==> src/hdl/ordered_list_head_tail_positional_delete_assert.svh <==
// ----------------------------------------------------------------------------
// ordered list assertion macros
// concurrent checks on clk, disabled while arst_n is low
// ----------------------------------------------------------------------------
`ifndef ORDERED_LIST_HEAD_TAIL_POSITIONAL_DELETE_ASSERT_SVH
`define ORDERED_LIST_HEAD_TAIL_POSITIONAL_DELETE_ASSERT_SVH

`ifndef SYNTHESIS
// same-cycle implication
`define OLHT_ASSERT_IMP(label, ante, cons) \
	label: assert property (@(posedge clk) disable iff (!arst_n) (ante) |-> (cons)) \
		else $error("olht check failed");
// next-cycle implication
`define OLHT_ASSERT_NXT(label, ante, cons) \
	label: assert property (@(posedge clk) disable iff (!arst_n) (ante) |=> (cons)) \
		else $error("olht check failed");
`else
`define OLHT_ASSERT_IMP(label, ante, cons)
`define OLHT_ASSERT_NXT(label, ante, cons)
`endif

`endif

==> src/hdl/olht_pkg.sv <==
// ----------------------------------------------------------------------------
// olht_pkg
// shared types and codes of the ordered list block
// ----------------------------------------------------------------------------
`timescale 1ns / 1ps

package olht_pkg;

	localparam int unsigned DATA_W = 32;

	typedef enum logic [1:0] {
		OP_FRONT = 2'd0,
		OP_BACK  = 2'd1,
		OP_DEL   = 2'd2
	} opcode_t;

	typedef enum logic [1:0] {
		ST_DONE   = 2'd0,
		ST_FULL   = 2'd1,
		ST_BADPOS = 2'd2
	} status_t;

	// compare results of the shared index unit
	typedef struct packed {
		logic eq_now;
		logic eq_next;
	} step_flags_t;

endpackage

==> src/hdl/olht_req_if.sv <==
// ----------------------------------------------------------------------------
// olht_req_if
// request channel: opcode and operand with valid/ready
// ----------------------------------------------------------------------------
`timescale 1ns / 1ps

interface olht_req_if
	import olht_pkg::*;
();
	logic                     valid;
	logic                     ready;
	logic [1:0]               opcode;
	logic signed [DATA_W-1:0] operand;

	modport source (output valid, output opcode, output operand, input ready);
	modport sink (input valid, input opcode, input operand, output ready);
endinterface

==> src/hdl/olht_rsp_if.sv <==
// ----------------------------------------------------------------------------
// olht_rsp_if
// result channel: one list element per transfer with valid/ready
// ----------------------------------------------------------------------------
`timescale 1ns / 1ps

interface olht_rsp_if
	import olht_pkg::*;
();
	logic                     valid;
	logic                     ready;
	logic signed [DATA_W-1:0] element;
	logic                     last_of_run;
	logic                     list_empty;
	logic [1:0]               status;

	modport source (
		output valid, output element, output last_of_run, output list_empty,
		output status, input ready
	);
	modport sink (
		input valid, input element, input last_of_run, input list_empty,
		input status, output ready
	);
endinterface

==> src/hdl/olht_step_unit.sv <==
// ----------------------------------------------------------------------------
// olht_step_unit
// shared index unit: step up or down by one and compare against a limit
// ----------------------------------------------------------------------------
`timescale 1ns / 1ps

module olht_step_unit
	import olht_pkg::*;
#(
	parameter int unsigned CW = 6
) (
	input  logic [CW-1:0] idx,
	input  logic [CW-1:0] limit,
	input  logic          dn,
	output logic [CW-1:0] nxt,
	output step_flags_t   flags
);

	assign nxt = dn ? (idx - CW'(1)) : (idx + CW'(1));
	assign flags.eq_now  = (idx == limit);
	assign flags.eq_next = (nxt == limit);

endmodule

==> src/hdl/ordered_list_head_tail_positional_delete.sv <==
// ----------------------------------------------------------------------------
// ordered list with front insert, back append and positional delete
// after each request the whole list goes out on the result channel, front first,
// or a single empty marker; each moved entry passes a read and a write state
// throughput: one result per cycle while the result channel is not stalled; the
// block takes no new request until the listing of the current one is out
// entries move through the single memory port pair and the shared index unit
// reset: list count clears to zero; entry storage is not cleared
// ----------------------------------------------------------------------------
`timescale 1ns / 1ps

module ordered_list_head_tail_positional_delete
	import olht_pkg::*;
#(
	parameter int unsigned DEPTH = 32
) (
	input logic clk,
	input logic arst_n,
	olht_req_if.sink   request,
	olht_rsp_if.source result
);

	`include "ordered_list_head_tail_positional_delete_assert.svh"

	localparam int unsigned CW = $clog2(DEPTH + 1);  // holds 0..DEPTH
	localparam int unsigned AW = $clog2(DEPTH);      // entry address

	// sequencer states, one-hot
	typedef enum logic [7:0] {
		S_IDLE   = 8'b0000_0001,
		S_DECIDE = 8'b0000_0010,
		S_SH_RD  = 8'b0000_0100,
		S_SH_WR  = 8'b0000_1000,
		S_PUT    = 8'b0001_0000,
		S_EM_RD  = 8'b0010_0000,
		S_EM_LD  = 8'b0100_0000,
		S_EM_NIL = 8'b1000_0000
	} state_t;

	state_t state_q;

	// request held for the whole run
	logic [1:0]        op_q;
	logic [DATA_W-1:0] opnd_q;
	status_t           status_q;

	// list bookkeeping
	logic [CW-1:0] count_q;
	logic [CW-1:0] idx_q;
	logic [CW-1:0] limit_q;

	// entry storage, slot 0 is the front
	logic [DATA_W-1:0] mem [DEPTH];
	logic [DATA_W-1:0] rdata_q;
	logic              ram_we;
	logic [AW-1:0]     ram_waddr;
	logic [DATA_W-1:0] ram_wdata;
	logic              ram_re;
	logic [AW-1:0]     ram_raddr;

	// output register
	logic              out_valid_q;
	logic [DATA_W-1:0] out_elem_q;
	logic              out_last_q;
	logic              out_empty_q;
	status_t           out_status_q;
	logic              out_free;

	// shared index unit
	logic [CW-1:0] nxt;
	step_flags_t   flags;
	logic          step_dn;

	// delete position check against the current count
	logic          pos_ok;
	logic [CW-1:0] pos;

	// shifting toward the back walks down, everything else walks up
	assign step_dn = (op_q == OP_FRONT) && (state_q == S_SH_RD || state_q == S_SH_WR);

	olht_step_unit #(
		.CW(CW)
	) u_step (
		.idx  (idx_q),
		.limit(limit_q),
		.dn   (step_dn),
		.nxt  (nxt),
		.flags(flags)
	);

	// negative positions have the sign bit set and fail here
	assign pos_ok = !opnd_q[DATA_W-1] &&
		({1'b0, opnd_q[DATA_W-2:0]} < DATA_W'(count_q));
	assign pos    = opnd_q[CW-1:0];

	assign out_free        = !out_valid_q || result.ready;
	assign request.ready   = (state_q == S_IDLE);
	assign result.valid       = out_valid_q;
	assign result.element     = out_elem_q;
	assign result.last_of_run = out_last_q;
	assign result.list_empty  = out_empty_q;
	assign result.status      = out_status_q;

	// memory port control
	always_comb begin
		ram_we    = 1'b0;
		ram_waddr = idx_q[AW-1:0];
		ram_wdata = rdata_q;
		ram_re    = 1'b0;
		ram_raddr = nxt[AW-1:0];
		unique case (state_q)
			S_SH_RD: begin
				// fetch the neighbor that moves into slot idx
				ram_re = 1'b1;
			end
			S_SH_WR: begin
				ram_we = 1'b1;
			end
			S_PUT: begin
				ram_we    = 1'b1;
				ram_waddr = (op_q == OP_FRONT) ? '0 : count_q[AW-1:0];
				ram_wdata = opnd_q;
			end
			S_EM_RD: begin
				// first element of the run
				ram_re    = 1'b1;
				ram_raddr = idx_q[AW-1:0];
			end
			S_EM_LD: begin
				// prefetch the next element as the current one is loaded out
				ram_re = out_free && !flags.eq_now;
			end
			default: begin
			end
		endcase
	end

	always_ff @(posedge clk) begin
		if (ram_we) begin
			mem[ram_waddr] <= ram_wdata;
		end
		if (ram_re) begin
			rdata_q <= mem[ram_raddr];
		end
	end

	// sequencer
	always_ff @(posedge clk or negedge arst_n) begin
		if (!arst_n) begin
			state_q     <= S_IDLE;
			count_q     <= '0;
			idx_q       <= '0;
			limit_q     <= '0;
			status_q    <= ST_DONE;
			out_valid_q <= 1'b0;
		end else begin
			if (out_valid_q && result.ready) begin
				out_valid_q <= 1'b0;
			end
			unique case (state_q)
				S_IDLE: begin
					if (request.valid) begin
						op_q    <= request.opcode;
						opnd_q  <= request.operand;
						state_q <= S_DECIDE;
					end
				end
				S_DECIDE: begin
					status_q <= ST_DONE;
					idx_q    <= '0;
					state_q  <= S_EM_RD;
					if (op_q == OP_FRONT || op_q == OP_BACK) begin
						if (count_q == CW'(DEPTH)) begin
							status_q <= ST_FULL;
						end else if (op_q == OP_BACK || count_q == '0) begin
							state_q <= S_PUT;
						end else begin
							// move slots count-1 .. 0 up by one, from the back
							idx_q   <= count_q;
							limit_q <= '0;
							state_q <= S_SH_RD;
						end
					end else if (op_q == OP_DEL) begin
						if (!pos_ok) begin
							status_q <= ST_BADPOS;
						end else if (pos == count_q - CW'(1)) begin
							// deleting the tail moves nothing
							count_q <= count_q - CW'(1);
						end else begin
							idx_q   <= pos;
							limit_q <= count_q - CW'(1);
							state_q <= S_SH_RD;
						end
					end
				end
				S_SH_RD: begin
					state_q <= S_SH_WR;
				end
				S_SH_WR: begin
					idx_q <= nxt;
					if (flags.eq_next) begin
						if (op_q == OP_FRONT) begin
							state_q <= S_PUT;
						end else begin
							count_q <= count_q - CW'(1);
							idx_q   <= '0;
							state_q <= S_EM_RD;
						end
					end else begin
						state_q <= S_SH_RD;
					end
				end
				S_PUT: begin
					count_q <= count_q + CW'(1);
					idx_q   <= '0;
					state_q <= S_EM_RD;
				end
				S_EM_RD: begin
					limit_q <= count_q - CW'(1);
					state_q <= (count_q == '0) ? S_EM_NIL : S_EM_LD;
				end
				S_EM_LD: begin
					if (out_free) begin
						out_valid_q  <= 1'b1;
						out_elem_q   <= rdata_q;
						out_last_q   <= flags.eq_now;
						out_empty_q  <= 1'b0;
						out_status_q <= status_q;
						if (flags.eq_now) begin
							state_q <= S_IDLE;
						end else begin
							idx_q <= nxt;
						end
					end
				end
				S_EM_NIL: begin
					if (out_free) begin
						out_valid_q  <= 1'b1;
						out_elem_q   <= '0;
						out_last_q   <= 1'b1;
						out_empty_q  <= 1'b1;
						out_status_q <= status_q;
						state_q      <= S_IDLE;
					end
				end
				default: begin
					state_q <= S_IDLE;
				end
			endcase
		end
	end

	// checks
	`OLHT_ASSERT_IMP(a_count_range, 1'b1, count_q <= CW'(DEPTH))
	`OLHT_ASSERT_IMP(a_emit_in_range, state_q == S_EM_LD, idx_q < count_q)
	`OLHT_ASSERT_IMP(a_write_in_range, ram_we, ram_waddr <= AW'(DEPTH - 1))
	`OLHT_ASSERT_IMP(a_empty_is_last, out_valid_q && out_empty_q, out_last_q)
	`OLHT_ASSERT_NXT(a_count_step, state_q == S_IDLE, count_q == $past(count_q))

endmodule

==> src/flat_wrapper.sv <==
// flat-port wrapper written by rule: the top's interface ports become plain ports
module ordered_list_head_tail_positional_delete_flat import olht_pkg::*;
#(
	parameter int unsigned DEPTH = 32
)
  (clk, arst_n, request_valid, request_opcode, request_operand, request_ready, result_valid, result_element, result_last_of_run, result_list_empty, result_status, result_ready);
  olht_req_if request_i ();
  olht_rsp_if result_i ();
  input logic clk;
  input logic arst_n;
  input wire logic [$bits(request_i.valid)-1:0] request_valid;
  input wire logic [$bits(request_i.opcode)-1:0] request_opcode;
  input wire logic [$bits(request_i.operand)-1:0] request_operand;
  output wire logic [$bits(request_i.ready)-1:0] request_ready;
  output wire logic [$bits(result_i.valid)-1:0] result_valid;
  output wire logic [$bits(result_i.element)-1:0] result_element;
  output wire logic [$bits(result_i.last_of_run)-1:0] result_last_of_run;
  output wire logic [$bits(result_i.list_empty)-1:0] result_list_empty;
  output wire logic [$bits(result_i.status)-1:0] result_status;
  input wire logic [$bits(result_i.ready)-1:0] result_ready;
  assign request_i.valid = request_valid;
  assign request_i.opcode = request_opcode;
  assign request_i.operand = request_operand;
  assign request_ready = request_i.ready;
  assign result_valid = result_i.valid;
  assign result_element = result_i.element;
  assign result_last_of_run = result_i.last_of_run;
  assign result_list_empty = result_i.list_empty;
  assign result_status = result_i.status;
  assign result_i.ready = result_ready;
  ordered_list_head_tail_positional_delete #(.DEPTH(DEPTH)) u_core (.clk(clk), .arst_n(arst_n), .request(request_i), .result(result_i));
endmodule
==> config.mk <==
export PLATFORM = sky130hd
export DESIGN_NAME = ordered_list_head_tail_positional_delete_flat
export DESIGN_NICKNAME = d
export VERILOG_FILES = /design/src/hdl/olht_pkg.sv /design/src/hdl/olht_req_if.sv /design/src/hdl/olht_rsp_if.sv /design/src/hdl/olht_step_unit.sv /design/src/hdl/ordered_list_head_tail_positional_delete.sv /design/src/flat_wrapper.sv
export VERILOG_INCLUDE_DIRS = /design/src /design/src/hdl
export SDC_FILE = /design/constraint.sdc
export NUM_CORES = 1
export LEC_CHECK = 0
export BUFFER_PORTS_ARGS = -buffer_cell sky130_fd_sc_hd__buf_2
export CORE_ASPECT_RATIO = 1.2
export CORE_MARGIN = 4
export CORE_UTILIZATION = 40
export CTS_BUF_LIST = sky130_fd_sc_hd__clkbuf_4 sky130_fd_sc_hd__clkbuf_8
export CTS_CLUSTER_SIZE = 28
export DETAILED_ROUTE_END_ITERATION = 8
export PLACE_DENSITY = 0.53
export SLEW_MARGIN = 20
export SYNTH_ARGS = -nofsm -noshare
export SYNTH_HDL_FRONTEND = slang
export SYNTH_SLANG_ARGS = --single-unit
==> constraint.sdc <==
create_clock -name clk -period 6.5 [get_ports clk]
set_clock_uncertainty 0.05 [all_clocks]
set_input_delay 1.3 -clock clk [delete_from_list [all_inputs] [get_ports clk]]
set_output_delay 1.3 -clock clk [all_outputs]
set_load 0.03 [all_outputs]
* Yosys cells after proc, flatten, opt, wreduce, memory -nomap -nowiden
Memories as Yosys holds them, arrays and structs flattened. A register that Yosys moved wholly into a read port is not among the register bits.
Cells that the tools add are included.
** Operators by class
- Add/subtract/negate cells :: 4
- Multiply operators :: 0
- Div/mod/pow operators :: 0
- Order comparisons :: 1
- Equality and inequality tests :: 30
- Shift-type cells :: 0
- Multiplexer cells :: 63
- Bitwise operators :: 0
- Reductions and logical operators :: 27
** Operators with widths (number)
- 6-bit 2-to-1 mux :: 26
- 32-bit 2-to-1 mux :: 3
- 8-bit 2-to-1 mux :: 9
- 32-bit case mux with 2 select lines :: 1
- 8-bit case mux with 8 select lines :: 1
- 31-bit by 6-bit < comparator with 1-bit output :: 1
- 6-bit case mux with 4 select lines :: 1
- 5-bit 2-to-1 mux :: 4
- 6-bit == test :: 3
- 6-bit case mux with 3 select lines :: 1
- 2-bit by 1-bit != test with 1-bit output, second input constant :: 7
- 6-bit by 1-bit adder with 6-bit output, second input constant :: 2
- 6-bit case mux with 2 select lines :: 1
- 6-bit by 1-bit subtractor with 6-bit output, second input constant :: 2
- 1-bit 2-to-1 mux :: 10
- 3-bit AND reduction :: 3
- 8-bit by 1-bit == test with 1-bit output, second input constant :: 1
- 8-bit by 2-bit == test with 1-bit output, second input constant :: 1
- 8-bit by 3-bit == test with 1-bit output, second input constant :: 1
- 8-bit by 4-bit == test with 1-bit output, second input constant :: 1
- 8-bit by 5-bit == test with 1-bit output, second input constant :: 1
- 8-bit by 6-bit == test with 1-bit output, second input constant :: 1
- 8-bit by 7-bit == test with 1-bit output, second input constant :: 1
- 8-bit == test, second input constant :: 1
- other kinds (21) :: 42
** Storage, ports and cells
- Register bits :: 99
- Latch bits :: 0
- Bits in writable memories :: 1024
- Bits in read-only memories :: 0
- Input bits :: 38
- Output and inout bits :: 38
- Memories kept :: 1
** Memory list
- u_core.mem :: words 32, bits a word 32, rd ports 1, clocked after Yosys merged registers in 1, wr ports 1, RTL line ordered_list_head_tail_positional_delete.sv:53 : logic [DATA_W-1:0] mem [DEPTH];

* Logic depth before layout (Yosys ltp)
- Depth after elaboration :: 7
- Gate-level depth with buffers :: 19

* Modules after synthesis
A second synthesis with hierarchy kept.
** Second synthesis, totals
- Cell total of the unflattened synthesis :: 3517
- Area total of the unflattened synthesis :: 47792.1 um^2
** By module, submodules not included
- ordered_list_head_tail_positional_delete :: times used 1, cells each 3482, area each 47473.0 um^2, sequential area each 34539.4 um^2
- olht_step_unit :: times used 1, cells each 35, area each 319.1 um^2, sequential area each 0.0 um^2

* Worst setup path before layout
Ideal clock, no wire load.
- Kind :: reg2reg
- Start point :: register u_core.idx_q[1]
- End point :: register u_core.rdata_q[10], read port of u_core.mem (data pin)
- Setup time :: 0.256 ns
- Arrival time :: 4.278 ns
- Setup slack :: 1.916 ns
- Stages on the path, launching flop included :: 19
- Buffers on the path :: 10
- Cell sequence :: dfrtp_1 > buf_2 > buf_2 > buf_2 > buf_2 > buf_1 > inv_1 > xnor2_1 > ha_1 > buf_2 > buf_2 > buf_1 > buf_2 > buf_2 > mux2i_1 > nand2_1 > a311o_1 > a21oi_1 > nor3_1
** Between the ends
- Cells in the longest elaborated chain, start to end :: 4
- Elaborated cells between the ends (all ways) :: 8
- Classes of those cells :: add/sub: 2; eq/ne: 1; mux: 3; reduce/logical: 2
** Ends and longest elaborated chain
- start: declaration :: RTL line ordered_list_head_tail_positional_delete.sv:49 : logic [CW-1:0] idx_q;
- start signal: assignment :: RTL line ordered_list_head_tail_positional_delete.sv:179 : idx_q <= count_q;
- start signal: assignment :: RTL line ordered_list_head_tail_positional_delete.sv:190 : idx_q <= pos;
- start signal: assignment :: RTL line ordered_list_head_tail_positional_delete.sv:200 : idx_q <= nxt;
- parallel branches: the longest is 4 deep, another holds 6-bit by 1-bit adder with 6-bit output
- end: declaration :: RTL line ordered_list_head_tail_positional_delete.sv:54 : logic [DATA_W-1:0] rdata_q;
Parallel ways; which one is timed is not known.
A chain may end at the register's enable or synchronous reset.

* Worst setup path after layout
- Start point :: register u_core.op_q[1]
- End point :: register u_core.rdata_q[4], read port of u_core.mem (data pin)
** Between the ends
- Cells in the longest elaborated chain, start to end :: 4
** Ends and longest elaborated chain
- start: declaration :: RTL line ordered_list_head_tail_positional_delete.sv:43 : logic [1:0] op_q;
- start signal: assignment :: RTL line ordered_list_head_tail_positional_delete.sv:163 : op_q <= request.opcode;
- 2-bit zero test :: RTL line ordered_list_head_tail_positional_delete.sv:79 : assign step_dn = (op_q == OP_FRONT) && (state_q == S_SH_RD || state_q == S_SH_WR);
- 1-bit logical AND :: RTL line ordered_list_head_tail_positional_delete.sv:79
- 6-bit 2-to-1 mux :: RTL line olht_step_unit.sv:19 : assign nxt = dn ? (idx - CW'(1)) : (idx + CW'(1));
- 5-bit 2-to-1 mux :: RTL line ordered_list_head_tail_positional_delete.sv:111 : unique case (state_q)
No other way between the ends.

==> results.toml <==
[outcome]
run_status = "finished clean"

[sta]
worst_pin_slew_ns = 1.14
max_freq_ghz = 0.202
fin_crit_sh_pct = 76.0
setup_viol_count_final = 0
max-slew-margin-rel_pct = 24.0
hold_viol = 0
maxSlewViolCount = 0
fin_ws_ns = 1.56
final.min_clock_period_ns = 4.94
fin_setup_tns_ns = 0
rsz0062_at_grt = "no"

[clock_network]
cts_root_buf = "clkbuf_8"
worstSkewPairLatency_ns = 0.93
cts_inserted_buffers = 193
post_cts.repair.setup_buffers = 0
htreeDepth = 4
clk_pin_slew_ns = 0.06
cts_tree = "done"
numClockSinks = 1155
ctsHoldBuffers = 0
cts_resized = 0
clk_path_buf_depth = 3

[logic_synthesis]
syn_avg_cell_area_um2 = 15.4
synth_nets = 3716
syn_area_mm2 = 0.0566
synth-seq-area-share_pct = 61.1
synth_compound_area_share_pct = 4.91
syn_inst = 3669
synth_warnings = 0
synth_seq_cells = 1155
synth_top_family_by_area = "multiplexers"
synth.distinct_cells = 68
synth.area.mux_share_pct = 26.2
yosys.area_share.xor_xnor_pct = 0.462
synth_edf_count = 1126
synth-simple-area-share_pct = 4.94
synthAdderAreaFrac_pct = 0.199
synth_async_sr_flop_share_pct = 2.51
synthFlopType = "edfxtp_1"

[routing]
drtIter0Drc = 2839
wl_um = 167000
first_pass_iters = 7
via_per_inst = 5.89
vias = 33900
ant_nets = 0
drc = 0
wl_per_cell_um = 29.0

[finish]
postLayoutCellArea_mm2 = 0.0633
fin_nets = 3817
syn2layout_area_growth_pct = 11.8
fillers = 12300
layout-drive-gt1-share_pct = 20.6
final_util_pct = 45.2
regArea_mm2 = 0.0345
multi_input_area_mm2 = 0.0211

[pwr]
power.leakage_nw = 22.7
power_density_mw_per_mm2 = 445
swShare_pct = 35.9
peakVddDrop_uv = 451
p_comb_share_pct = 45.6
p_sw_mw = 10.1
internal_power_mw = 18.1
p_total_mw = 28.2
seqPwrFrac_pct = 31.6
clkPwrFrac_pct = 22.8

[floorplan]
initial_core_util_pct = 40.5
dieWidth_um = 351
num_io_pins = 76
die_area_mm2 = 0.148
die_height_um = 420
num_rows = 150
core-area_mm2 = 0.140

[min_path]
hold_path.class = "flip-flop to flip-flop"

[worst_setup_path]
cpMaxStageDelayCell = "buf_4"
cp_cell_sequence = "or2_2 > nor4_4 > xnor2_1 > ha_4 > nor4_1 > nand4_1 > a21oi_2 > xnor2_4 > buf_4 > mux4_2 > mux2_2 > a22o_1 > nor3_1"
cp.required_ns = 7.17
criticalPathCategory = "flip-flop to flip-flop"
critPathCaptureType = "flip-flop"
arrival_ns = 5.61
worstSetupStartpointType = "flip-flop"
critPathMaxFanout = 49
crit_path_max_incr_delay_ns = 0.64

[grt]
grt_max_degree = 124
overflow = 0
grt_pass1_wl_um = 239000
grt_pass1_vias = 34200
grt_antenna_before_repair = 6
grt_usage_pct = 22.5

[placement]
dp_slack_ns = 1.67
place.gp.congestion = 0.834
hpwlAfterDp_um = 94900
portBuffers = 75
place_area_mm2 = 0.0594

[job]
maxCapViolCount = 0
-- power by group through the flow --
stage | combinational [mW] | sequential (mW) | clock [mW]
after detailed placement | 12.9 | 9.04 | 0
after floorplan | 10.1 | 8.82 | 0
after global placement | 12.8 | 9.04 | 0
after CTS | 12.9 | 8.89 | 6.59
after global routing | 13.7 | 8.90 | 6.95
final | 12.9 | 8.89 | 6.42
-- cells in the final DEF (no fill, tap or decap), types with 11 or more instances in the layout --
cell type / instances
clkbuf_8: 199
nor4_1: 14
buf_2: 75
mux2_2: 64
a21oi_1: 76
a311o_1: 62
mux2i_1: 970
buf_4: 70
a211oi_1: 126
mux4_2: 194
a22o_1: 32
nor3_1: 44
nor2b_1: 99
o21ai_0: 19
nand2_1: 311
xnor2_1: 20
inv_1: 12
clkinv_2: 11
edfxtp_1: 1126
dfrtp_1: 26
nor2_1: 24
nor2_4: 33
clkinv_1: 45
buf_12: 24
nand3_1: 20
clkbuf_4: 78
-- area by class of cell --
cell class / count / share of cell area (%)
Sequential cell: 1155 / 54.6
Multi-Input combinational cell: 2235 / 33.4
Clock buffer: 277 / 5.26
Tap cell: 1824 / 3.61
Timing Repair Buffer: 172 / 2.31
Clock inverter: 73 / 0.728
Inverter: 13 / 0.0811
Antenna cell: 4 / 0.0158
-- through the flow --
stage	instances	hold WS, ns
after detailed placement	5399	0.383
final	5753	0.415
after global routing	5750	0.414
after CTS	5749	0.350
after global placement	5396	0.403
after floorplan	3669	0.375
-- state kept, by name, summed over array words and instances (netlist names) --
| register | cells |
|---|---|
| u_core.count_q | 6 |
| u_core.idx_q | 6 |
| u_core.limit_q | 6 |
| u_core.mem | 1024 |
| u_core.op_q | 2 |
| u_core.opnd_q | 32 |
| u_core.rdata_q | 32 |
| u_core.result.element | 32 |
| u_core.result.last_of_run | 1 |
| u_core.result.list_empty | 1 |
| u_core.result.status | 2 |
| u_core.result.valid | 1 |
| u_core.state_q | 8 |
| u_core.status_q | 2 |
-- worst paths after layout --
kind	slack (ns)	endpoint	cells past startpoint	start
max	1.56	u_core.rdata_q[4]	13	u_core.op_q[1]
min	0.41	u_core.result.status[1]	0	u_core.status_q[1]
max reg2reg	1.56	u_core.rdata_q[4]	13	u_core.op_q[1]
min reg2reg	0.41	u_core.result.status[1]	0	u_core.status_q[1]
max in group asynchronous	5.36	u_core.idx_q[0]	1	arst_n
min in group asynchronous	0.43	u_core.status_q[1]	1	arst_n
-- critical path, delay by kind of cell, from the launching register on --
kind | cells | cell delay (ns)
buffers and inverters | 1 | 0.64
XOR/XNOR | 2 | 0.42
multiplexers | 2 | 0.68
AND/OR/NAND/NOR | 5 | 1.56
flip-flops | 1 | 0.53
adder cells (fa/ha/maj) | 1 | 0.21
AO/OA/AOI/OAI | 2 | 0.56
-- cell usage after synthesis, types with 13 or more instances --
| library cell | n | area, um2 |
|---|---|---|
| xnor2_1 | 20 | 175 |
| mux2_2 | 65 | 732 |
| o21ai_0 | 21 | 105 |
| a211oi_1 | 126 | 946 |
| buf_4 | 22 | 165 |
| a311o_1 | 62 | 621 |
| dfrtp_1 | 28 | 701 |
| edfxtp_1 | 1126 | 33800 |
| a21oi_1 | 77 | 385 |
| nor4_1 | 14 | 87.6 |
| nand2_1 | 319 | 1200 |
| mux2i_1 | 970 | 9710 |
| a22o_1 | 32 | 280 |
| nor3_1 | 44 | 220 |
| nor2_1 | 57 | 214 |
| buf_2 | 59 | 295 |
| mux4_2 | 194 | 4370 |
| clkbuf_1 | 168 | 631 |
| nor2b_1 | 99 | 619 |
| nand3_1 | 20 | 100 |
| inv_1 | 13 | 48.8 |
-- metal layers --
layer	GRT usage (%)	wire length [um]	up-vias
met5	0	10	-
met4	8.06	5720	2
met3	3.71	8580	302
met2	38.0	81900	965
met1	29.4	70800	17800
li1	-	-	14800
-- kinds of logic after synthesis --
kind of cell	count (synthesis)
simple gates	599
buf+inv	279
mux	1229
flops	1155
xor+xnor	29
compound gates	369
fa+ha+maj	9
Note: power is estimated with default switching activity, not from simulation.
